==> config.mk <==
export PLATFORM = sky130hd
export DESIGN_NAME = encoder_speed_pid_core
export DESIGN_NICKNAME = d
export VERILOG_FILES = /design/src/hw/rtl/espid_pkg.sv /design/src/hw/rtl/espid_mult.sv /design/src/hw/rtl/espid_ctrl.sv /design/src/hw/rtl/encoder_speed_pid_core.sv
export VERILOG_INCLUDE_DIRS = /design/src /design/src/hw/rtl
export SDC_FILE = /design/constraint.sdc
export NUM_CORES = 2
export LEC_CHECK = 0
export BUFFER_PORTS_ARGS = -buffer_cell sky130_fd_sc_hd__buf_2
export CORE_MARGIN = 2
export CORE_UTILIZATION = 65
export CTS_BUF_LIST = sky130_fd_sc_hd__clkbuf_4 sky130_fd_sc_hd__clkbuf_8 sky130_fd_sc_hd__clkbuf_16
export DETAILED_ROUTE_END_ITERATION = 12
export PLACE_DENSITY = 0.88
export SYNTH_ARGS = -nofsm -noshare
export SYNTH_HDL_FRONTEND = slang
export SYNTH_SLANG_ARGS = --single-unit
==> constraint.sdc <==
create_clock -name clk -period 13.8 [get_ports clk]
set_input_delay 2.07 -clock clk [delete_from_list [all_inputs] [get_ports clk]]
set_output_delay 2.07 -clock clk [all_outputs]
set_load 0.005 [all_outputs]
==> src/hw/rtl/encoder_speed_pid_core_macros.svh <==
// Assertion helpers shared by the speed PID blocks.
// Both expect clk and arst_n in scope.
`ifndef ENCODER_SPEED_PID_CORE_MACROS_SVH
`define ENCODER_SPEED_PID_CORE_MACROS_SVH

`ifndef SYNTHESIS
`define ESPID_ASSERT_NOW(lbl, ante, cons) \
	lbl: assert property (@(posedge clk) disable iff (!arst_n) (ante) |-> (cons)) \
		else $error("espid check failed");
`define ESPID_ASSERT_NEXT(lbl, ante, cons) \
	lbl: assert property (@(posedge clk) disable iff (!arst_n) (ante) |=> (cons)) \
		else $error("espid check failed");
`else
`define ESPID_ASSERT_NOW(lbl, ante, cons)
`define ESPID_ASSERT_NEXT(lbl, ante, cons)
`endif

`endif

==> src/hw/rtl/espid_pkg.sv <==
package espid_pkg;

	localparam int unsigned CfgIdxW = 8;

	localparam logic [CfgIdxW-1:0] REG_PROP_GAIN      = 8'd0;
	localparam logic [CfgIdxW-1:0] REG_INTEGRAL_GAIN  = 8'd1;
	localparam logic [CfgIdxW-1:0] REG_DERIV_GAIN     = 8'd2;
	localparam logic [CfgIdxW-1:0] REG_THROTTLE_SCALE = 8'd3;

	// 250.0 in Q16.16, and 0x79 counts per step
	localparam logic signed [31:0] PROP_GAIN_RST      = 32'sd16384000;
	localparam logic [15:0]        THROTTLE_SCALE_RST = 16'd121;

	// per-sample integral increment bound, 2^40
	localparam logic signed [65:0] ITERM_LIM = 66'sd1099511627776;
	// integral accumulator bound, 2047.0 in Q16.16
	localparam logic signed [42:0] INT_LIM   = 43'sd134152192;
	// drive bounds on the floored sum
	localparam logic signed [49:0] DRIVE_HI  = 50'sd2047;
	localparam logic signed [49:0] DRIVE_LO  = -50'sd2047;

	typedef enum logic [6:0] {
		ST_IDLE = 7'b0000001,
		ST_SP   = 7'b0000010,
		ST_P    = 7'b0000100,
		ST_I    = 7'b0001000,
		ST_D    = 7'b0010000,
		ST_FIN  = 7'b0100000,
		ST_OUT  = 7'b1000000
	} state_t;

	typedef enum logic [1:0] {
		MUL_SP = 2'd0,
		MUL_P  = 2'd1,
		MUL_I  = 2'd2,
		MUL_D  = 2'd3
	} mul_sel_t;

	typedef struct packed {
		mul_sel_t mul_sel;
		logic     mul_en;
		logic     ld_err;
		logic     ld_pterm;
		logic     upd_int;
		logic     add_d;
		logic     ld_out;
	} ctrl_t;

endpackage

==> src/hw/rtl/espid_mult.sv <==
module espid_mult (
	input  logic               clk,
	input  logic               en,
	input  logic signed [32:0] a,
	input  logic signed [32:0] b,
	output logic signed [65:0] p_q
);
	import espid_pkg::*;

	always_ff @(posedge clk) begin
		if (en) begin
			p_q <= a * b;
		end
	end

endmodule

==> src/hw/rtl/espid_ctrl.sv <==
`include "encoder_speed_pid_core_macros.svh"

module espid_ctrl (
	input  logic             clk,
	input  logic             arst_n,
	input  logic             in_fire,
	input  logic             out_free,
	output logic             in_ready,
	output espid_pkg::ctrl_t ctrl
);
	import espid_pkg::*;

	state_t state_q, state_d;

	always_comb begin
		state_d = state_q;
		ctrl    = '{mul_sel: MUL_SP, default: 1'b0};
		unique case (state_q)
			ST_IDLE: begin
				if (in_fire) state_d = ST_SP;
			end
			ST_SP: begin
				ctrl.mul_sel = MUL_SP;
				ctrl.mul_en  = 1'b1;
				state_d      = ST_P;
			end
			ST_P: begin
				ctrl.mul_sel = MUL_P;
				ctrl.mul_en  = 1'b1;
				ctrl.ld_err  = 1'b1;
				state_d      = ST_I;
			end
			ST_I: begin
				ctrl.mul_sel  = MUL_I;
				ctrl.mul_en   = 1'b1;
				ctrl.ld_pterm = 1'b1;
				state_d       = ST_D;
			end
			ST_D: begin
				ctrl.mul_sel = MUL_D;
				ctrl.mul_en  = 1'b1;
				ctrl.upd_int = 1'b1;
				state_d      = ST_FIN;
			end
			ST_FIN: begin
				ctrl.add_d = 1'b1;
				state_d    = ST_OUT;
			end
			ST_OUT: begin
				if (out_free) begin
					ctrl.ld_out = 1'b1;
					state_d     = ST_IDLE;
				end
			end
			default: state_d = ST_IDLE;
		endcase
	end

	assign in_ready = (state_q == ST_IDLE);

	always_ff @(posedge clk or negedge arst_n) begin
		if (!arst_n) begin
			state_q <= ST_IDLE;
		end else begin
			state_q <= state_d;
		end
	end

	`ESPID_ASSERT_NEXT(a_sp_then_p, state_q == ST_SP, state_q == ST_P)
	`ESPID_ASSERT_NEXT(a_fin_then_out, state_q == ST_FIN, state_q == ST_OUT)
	`ESPID_ASSERT_NEXT(a_out_to_idle, ctrl.ld_out, state_q == ST_IDLE)

endmodule

==> src/hw/rtl/encoder_speed_pid_core.sv <==
// Channel  | Handshake            | Payload
// ---------+----------------------+-------------------------------------
// input    | in_valid / in_ready  | throttle[31:0], encoder_count[31:0]
// result   | out_valid / out_ready| drive[11:0]
// config   | cfg_valid / cfg_ready| cfg_index[7:0], cfg_data[31:0]
//
// From input transfer to result valid: four products through the
// one shared 33x33 multiplier (setpoint, P, I, D), then two adder passes.
// One item in flight; in_ready is low until the result loads.
// A waiting result sits in the output register and stalls only the last step.
// Async reset clears gains to defaults and prev count, prev speed and integral to 0.
// cfg_ready is always high; unknown indexes are dropped.
`include "encoder_speed_pid_core_macros.svh"

module encoder_speed_pid_core (
	input  logic                           clk,
	input  logic                           arst_n,
	input  logic                           in_valid,
	output logic                           in_ready,
	input  logic signed [31:0]             throttle,
	input  logic signed [31:0]             encoder_count,
	output logic                           out_valid,
	input  logic                           out_ready,
	output logic signed [11:0]             drive,
	input  logic                           cfg_valid,
	output logic                           cfg_ready,
	input  logic [espid_pkg::CfgIdxW-1:0]  cfg_index,
	input  logic [31:0]                    cfg_data
);
	import espid_pkg::*;

	ctrl_t ctrl;
	logic  in_fire, out_free;

	logic signed [31:0] prop_gain_q, integral_gain_q, deriv_gain_q;
	logic [15:0]        throttle_scale_q;

	logic signed [31:0] throttle_q, speed_q, prev_speed_q;
	logic [31:0]        prev_count_q;
	logic signed [32:0] err_q;
	logic signed [65:0] sum_q;
	logic signed [27:0] integral_q;
	logic signed [11:0] drive_q;
	logic               out_valid_q;

	logic signed [32:0] mul_a, mul_b, err_c, dspd_c;
	logic signed [65:0] prod_q, total_c;
	logic signed [41:0] iterm_c;
	logic signed [42:0] int_sum_c;
	logic signed [27:0] int_next_c;
	logic signed [49:0] floor_c;
	logic signed [11:0] drive_c;

	assign in_fire   = in_valid && in_ready;
	assign out_free  = !out_valid_q || out_ready;
	assign cfg_ready = 1'b1;
	assign out_valid = out_valid_q;
	assign drive     = drive_q;

	espid_ctrl u_ctrl (
		.clk      (clk),
		.arst_n   (arst_n),
		.in_fire  (in_fire),
		.out_free (out_free),
		.in_ready (in_ready),
		.ctrl     (ctrl)
	);

	// setpoint is the floored product, bits 47:16
	assign err_c  = {prod_q[47], prod_q[47:16]} - {speed_q[31], speed_q};
	assign dspd_c = {prev_speed_q[31], prev_speed_q} - {speed_q[31], speed_q};

	always_comb begin
		case (ctrl.mul_sel)
			MUL_SP: begin
				mul_a = {throttle_q[31], throttle_q};
				mul_b = {17'd0, throttle_scale_q};
			end
			MUL_P: begin
				mul_a = {prop_gain_q[31], prop_gain_q};
				mul_b = err_c;
			end
			MUL_I: begin
				mul_a = {integral_gain_q[31], integral_gain_q};
				mul_b = err_q;
			end
			default: begin
				mul_a = {deriv_gain_q[31], deriv_gain_q};
				mul_b = dspd_c;
			end
		endcase
	end

	espid_mult u_mult (
		.clk (clk),
		.en  (ctrl.mul_en),
		.a   (mul_a),
		.b   (mul_b),
		.p_q (prod_q)
	);

	// integral update: bound the increment, then the accumulator
	always_comb begin
		if (prod_q > ITERM_LIM) begin
			iterm_c = ITERM_LIM[41:0];
		end else if (prod_q < -ITERM_LIM) begin
			iterm_c = -ITERM_LIM[41:0];
		end else begin
			iterm_c = prod_q[41:0];
		end
		int_sum_c = {{15{integral_q[27]}}, integral_q} + {iterm_c[41], iterm_c};
		if (int_sum_c > INT_LIM) begin
			int_next_c = INT_LIM[27:0];
		end else if (int_sum_c < -INT_LIM) begin
			int_next_c = -INT_LIM[27:0];
		end else begin
			int_next_c = int_sum_c[27:0];
		end
	end

	assign total_c = sum_q + {{38{integral_q[27]}}, integral_q};
	assign floor_c = total_c[65:16];

	always_comb begin
		if (floor_c > DRIVE_HI) begin
			drive_c = DRIVE_HI[11:0];
		end else if (floor_c < DRIVE_LO) begin
			drive_c = DRIVE_LO[11:0];
		end else begin
			drive_c = floor_c[11:0];
		end
	end

	always_ff @(posedge clk or negedge arst_n) begin
		if (!arst_n) begin
			prop_gain_q      <= PROP_GAIN_RST;
			integral_gain_q  <= '0;
			deriv_gain_q     <= '0;
			throttle_scale_q <= THROTTLE_SCALE_RST;
		end else if (cfg_valid) begin
			unique case (cfg_index)
				REG_PROP_GAIN:      prop_gain_q      <= cfg_data;
				REG_INTEGRAL_GAIN:  integral_gain_q  <= cfg_data;
				REG_DERIV_GAIN:     deriv_gain_q     <= cfg_data;
				REG_THROTTLE_SCALE: throttle_scale_q <= cfg_data[15:0];
				default: ;
			endcase
		end
	end

	always_ff @(posedge clk or negedge arst_n) begin
		if (!arst_n) begin
			prev_count_q <= '0;
			prev_speed_q <= '0;
			integral_q   <= '0;
			out_valid_q  <= 1'b0;
		end else begin
			if (in_fire) prev_count_q <= encoder_count;
			if (ctrl.upd_int) begin
				integral_q   <= int_next_c;
				prev_speed_q <= speed_q;
			end
			if (ctrl.ld_out) begin
				out_valid_q <= 1'b1;
			end else if (out_ready) begin
				out_valid_q <= 1'b0;
			end
		end
	end

	always_ff @(posedge clk) begin
		if (in_fire) begin
			throttle_q <= throttle;
			speed_q    <= encoder_count - prev_count_q;
		end
		if (ctrl.ld_err)   err_q   <= err_c;
		if (ctrl.ld_pterm) sum_q   <= prod_q;
		if (ctrl.add_d)    sum_q   <= sum_q + prod_q;
		if (ctrl.ld_out)   drive_q <= drive_c;
	end

	`ESPID_ASSERT_NEXT(a_busy_after_in, in_fire, !in_ready)
	`ESPID_ASSERT_NOW(a_int_bound, 1'b1,
		($signed({{15{integral_q[27]}}, integral_q}) <= INT_LIM) &&
		($signed({{15{integral_q[27]}}, integral_q}) >= -INT_LIM))
	`ESPID_ASSERT_NOW(a_drive_bound, out_valid_q,
		(drive_q <= $signed(DRIVE_HI[11:0])) && (drive_q >= $signed(DRIVE_LO[11:0])))

endmodule

# Word level (Yosys, flattened, before mapping)
# Cells that the tools add are included.
op_classes:
  multipliers: 1
  n_addsub: 6
  n_reduce_logical: 13
  eq_ne: 14
  mux: 21
  order_cmp: 6
ops:
  columns: ["cell", "n"]
  rows:
  - ["one-hot mux 33 bit (3 select lines)", 2]
  - ["adder 66 bit", 2]
  - ["2-to-1 mux 66 bit", 2]
  - ["2-to-1 mux 42 bit", 2]
  - ["> comparator 66 x 42 -> 1 bit, second input constant", 1]
  - ["< comparator 66 x 41 -> 1 bit, second input constant", 1]
  - ["multiplier 33 x 33 -> 66 bit", 1]
  - ["subtractor 32 x 32 -> 33 bit", 2]
  - ["2-to-1 mux 28 bit", 2]
  - ["> comparator 50 x 12 -> 1 bit, second input constant", 1]
  - ["< comparator 50 x 12 -> 1 bit, second input constant", 1]
  - ["one-hot mux 7 bit (7 select lines)", 1]
  - ["adder 28 x 42 -> 43 bit", 1]
  - ["> comparator 43 x 28 -> 1 bit, second input constant", 1]
  - ["< comparator 43 x 28 -> 1 bit, second input constant", 1]
  - ["subtractor 32 bit", 1]
  - ["== test 8 x 2 -> 1 bit, second input constant", 2]
  - ["2-to-1 mux 7 bit", 2]
  - ["2-to-1 mux 12 bit", 1]
  - ["one-hot mux 3 bit (4 select lines)", 1]
  - ["AND reduction 2 bit", 5]
  - ["== test 8 x 1 -> 1 bit, second input constant", 1]
  - ["zero test 8 bit", 1]
  - ["2-to-1 mux 1 bit", 8]
  - ["17 further kinds", 18]
word_totals:
  register_bits: 453
  word_cells: 77
  output_inout_bits: 15

# Logic depth before layout (Yosys ltp)
depth:
  word_depth: 7
  depth_mapped: 47
  mapped_depth_nobuf: 46

# By module
# Synthesis repeated with hierarchy kept, for this count alone.
hier_totals:
  hier_cells: 7332
  area_unflattened_um2: 71078.2
modules_own_cells:
  columns: ["mod", "cells_per_inst", "n_inst", "area_each_um2", "seq_area_each_um2"]
  rows:
  - ["espid_mult", 4221, 1, 40591.4, 1981.9]
  - ["encoder_speed_pid_core", 3065, 1, 30056.3, 10398.7]
  - ["espid_ctrl", 46, 1, 430.4, 176.4]

# Worst setup path before layout
# No wires, ideal clock.
synth_path:
  path_type: "reg2reg"
  start: "register prev_speed_q[0]"
  end: "register u_mult.p_q[64] (data pin)"
  stages_incl_launch_ff: 45
  setup_time_ns: 0.262
  period_less_slack_ns: 10.651
  arrival_time_ns: 10.389
  path_slack_ns: 3.149
  path_cell_list: "dfrtp_1 > inv_1 > ha_1 > inv_1 > fa_1 > a21o_1 > a21oi_1 > o21bai_1 > a2111oi_4 > o31ai_2 > a221o_1 > a2111oi_0 > o21ai_1 > xnor2_1 > nor2_1 > a221o_1 > clkbuf_1 > and2_1 > [... 9 more ...] > fa_1 > fa_1 > inv_1 > fa_1 > inv_1 > ha_1 > a21o_1 > a21oi_1 > nor2_1 > a211oi_1 > a21bo_2 > a21oi_1 > o21ai_0 > o311ai_0 > a21oi_1 > a211oi_1 > o21bai_1 > xor2_1"
synth_between:
  elab_chain_len: 3
synth_lines:
  columns: ["item", "line_no", "rtl"]
  rows:
  - ["from (decl)", "encoder_speed_pid_core.sv:38", "logic signed [31:0] throttle_q, speed_q, prev_speed_q;"]
  - ["from (signal assigned)", "encoder_speed_pid_core.sv:161", "prev_speed_q <= speed_q;"]
  - ["subtractor 32 x 32 -> 33 bit", "encoder_speed_pid_core.sv:71", "assign dspd_c = {prev_speed_q[31], prev_speed_q} - {speed_q[31], speed_q};"]
  - ["one-hot mux 33 bit (3 select lines)", "encoder_speed_pid_core.sv:74", "case (ctrl.mul_sel)"]
  - ["multiplier 33 x 33 -> 66 bit", "espid_mult.sv:12", "p_q <= a * b;"]
  - ["to (signal assigned)", "espid_mult.sv:12", null]
  - ["to (decl)", "espid_mult.sv:6", "output logic signed [65:0] p_q"]
# No other way between the ends.
# A chain may end at the register's enable or synchronous reset.

# Final worst setup path
# Ends and elaborated chain as after synthesis.

==> out/results.ini <==
[status]
outcome=complete, no violations

[setup_path]
rr_startpoint=prev_speed_q[0]
crit_required_ns=14.19
startpoint=prev_speed_q[0]
cp-end-kind=flip-flop
cp-start-kind=flip-flop
path_max_fanout=14
critPathMostFrequentCell=fa_1
cpPeakStageDelay_ns=0.75
cp_slowest_cell=o21ai_2
path_class=reg2reg
critPathArrivalTime_ns=13.06

[cts]
clk-insertion-delay-late_ns=0.68
clk_root_buffer_cell=clkbuf_16
cts_tree=built
post_cts_buffers=0
ctsResizeCount=0
cts.sink_count=453
clockBufferDepth=3
cts_buffers=49
h-tree-depth=2
ctsHoldBuffers=0
cts.reportedPaths.clkPinSlew_ns=0.07

[floorplan]
io_pins=124
die_y_um=331.1
die_x_um=331.1
initial_core_util_pct=65.77
die_area_um2=109600
fp.coreArea_um2=105700
num_rows=119

[yosys]
synth_edf_count=241
synth_top_family_by_area=adder cells
synthArstFlopShare_pct=46.80
synth_cells=7572
synth_cell_type_count=92
seq_area_frac_synth_pct=18.06
synth_common_cells=inv_1, fa_1, nand2_1, ha_1, nor2_1
yosys.area.top_type=fa_1
synth_compound_area_share_pct=12.61
yosys.area_share.simple_pct=13.76
synth_area_leaders=fa_1, edfxtp_1, ha_1
synthMuxAreaShare_pct=2.046
synthAdderAreaFrac_pct=41.15
syn_nets=9291
yosys_warnings=0
synth_top_area_share_pct=32.48
synth-xor-area-share_pct=3.741
synth_top_flop_cell=edfxtp_1
synth.cell_area_um2=69530
post-synth-top-count-cell=inv_1
synth_seq_cells=453
avgSynthCellArea_um2=9.183

[route]
first_pass_iters=7
ant_nets=0
wire_per_inst_um=24.17
vias_per_cell=6.440
drtIter0Drc=6889
post-route-drc-count=0
vias=57730
routed_wl_um=216700

[cells_and_area]
syn_to_final_growth_pct=5.609
fin_area_um2=73430
layout-drive-gt1-share_pct=7.121
final_nets=9233
n_fill_cell=7594

[global_routing]
grtUsageTotal_pct=40.11
grt_pass1_vias=59440
grt_pass1_wl_um=333500
overflow=0
grt_max_degree=203
antenna_found_initial=24

[pwr]
power_frac_seq_pct=17.2
p_int_w=0.006778
p_leak_nw=35.88
swShare_pct=53.09
vdd_drop_max_mv=0.1428
p_switching_w=0.007670
power_density_nw_per_um2=196.8
power_frac_comb_pct=72.6
power_frac_clock_pct=10.2

[job]
drv_cap=0

[sta]
fin_crit_ns=12.67
grt_setup_unrepaired=no
fin_ws_ns=1.128
clock.fmax_mhz=78.92
slew_violations=0
hold_viol=0
fin_setup_tns_ns=0
fin_skew_ns=0.05241
finalSetupViolCount=0
worst_pin_slew_ns=1.450
relSlewSlack_pct=2.668
finalCritPeriodShare_pct=91.82

[placement]
place.gp.congestion=1.058
portBuffers=122
pre_cts_ws_ns=1.536
dpl.hpwl_um=170000
post_dp_cell_area_um2=71610

[hold_path]
hold_start=prev_speed_q[3]
min_path_type=reg2reg

flip-flops by register name, indices dropped and copies added, names as in the netlist, 28 cells and up:
signal	count
err_q	33
integral_q	28
integral_gain_q	32
prev_speed_q	32
prop_gain_q	32
throttle_q	32
deriv_gain_q	32
sum_q	66
speed_q	32
u_mult.p_q	66
prev_count_q	32
per-layer routing:
metal / track usage, % / share of wire, %
met5: 0 / 0.044
met4: 27.72 / 8.5
met3: 12.03 / 14
met2: 61.59 / 44
met1: 48.84 / 34
through the flow:
| stage | hold slack [ns] | cells | utilization [%] | total power [W] |
|---|---|---|---|---|
| floorplan | 0.4538 | 7572 | - | 0.009499 |
| global placement | 0.4676 | 8854 | 67.74 | 0.01207 |
| detailed placement | 0.4751 | 8854 | 67.74 | 0.01254 |
| CTS | 0.4931 | 8946 | 69.42 | 0.01408 |
| global route | 0.5168 | 8948 | 69.42 | 0.01542 |
| finish | 0.4906 | 8965 | 69.46 | 0.01445 |
cells by family after synthesis:
| logic type | count (synthesis) |
|---|---|
| xor+xnor | 297 |
| flops | 453 |
| compound gates | 1356 |
| simple gates | 2138 |
| fa+ha+maj | 1610 |
| other cells | 1 |
| mux | 127 |
| buf+inv | 1590 |
placed cells by master (no fill, tap or decap), types with 69 or more instances in the layout:
master / netlist / routed
nor2_1: 402 / 398
a21oi_1: 361 / 351
dfrtp_1: 200 / 199
xnor2_1: 182 / 182
nand4_1: 69 / 69
o21ai_0: 308 / 302
xor2_1: 115 / 115
and2_1: 149 / 149
nand3_1: 96 / 96
edfxtp_1: 241 / 241
mux2_2: 121 / 121
ha_1: 482 / 482
a21o_1: 178 / 178
fa_1: 1128 / 1128
buf_2: 16 / 121
nor3_1: 69 / 69
buf_4: 1 / 106
nand2_1: 1083 / 1082
inv_1: 1250 / 1249
critical path, delay by kind of cell, from the launching register on:
family,cells,cell delay [ns]
compound gates,21,6.36
xor+xnor,2,0.32
fa+ha+maj,11,4.53
buf+inv,8,0.65
flops,1,0.37
simple gates,2,0.13
layout make-up:
cell class / instances / area, µm² / share of cell area (%)
timing repair buffer: 229 / 1436 / 1.956
tap: 1391 / 1740 / 2.370
antenna: 19 / 47.55 / 0.06475
sequential: 453 / 12560 / 17.10
multi-input combinational: 5529 / 51170 / 69.68
clock inverter: 28 / 370.4 / 0.5043
clock buffer: 64 / 1406 / 1.915
inverter: 1252 / 4702 / 6.403
power by group through the flow:
stage / sequential [W] / clock [W] / combinational [W]
global route: 0.00248 / 0.00152 / 0.0114
global placement: 0.00245 / 0 / 0.00963
floorplan: 0.00223 / 0 / 0.00727
finish: 0.00248 / 0.00147 / 0.0105
CTS: 0.00244 / 0.00147 / 0.0102
detailed placement: 0.00246 / 0 / 0.0101
final timing paths:
kind                                          to  slack, ns  cells after the start
worst max-delay path              u_mult.p_q[64]       1.13                     44
worst min-delay path             prev_speed_q[3]       0.49                      2
worst max register to register    u_mult.p_q[64]       1.13                     44
worst min register to register   prev_speed_q[3]       0.49                      2
max in group asynchronous       prev_speed_q[17]      10.87                      2
min in group asynchronous        prev_count_q[2]       1.36                      1
No activity file was read; power rests on OpenSTA's default activity.
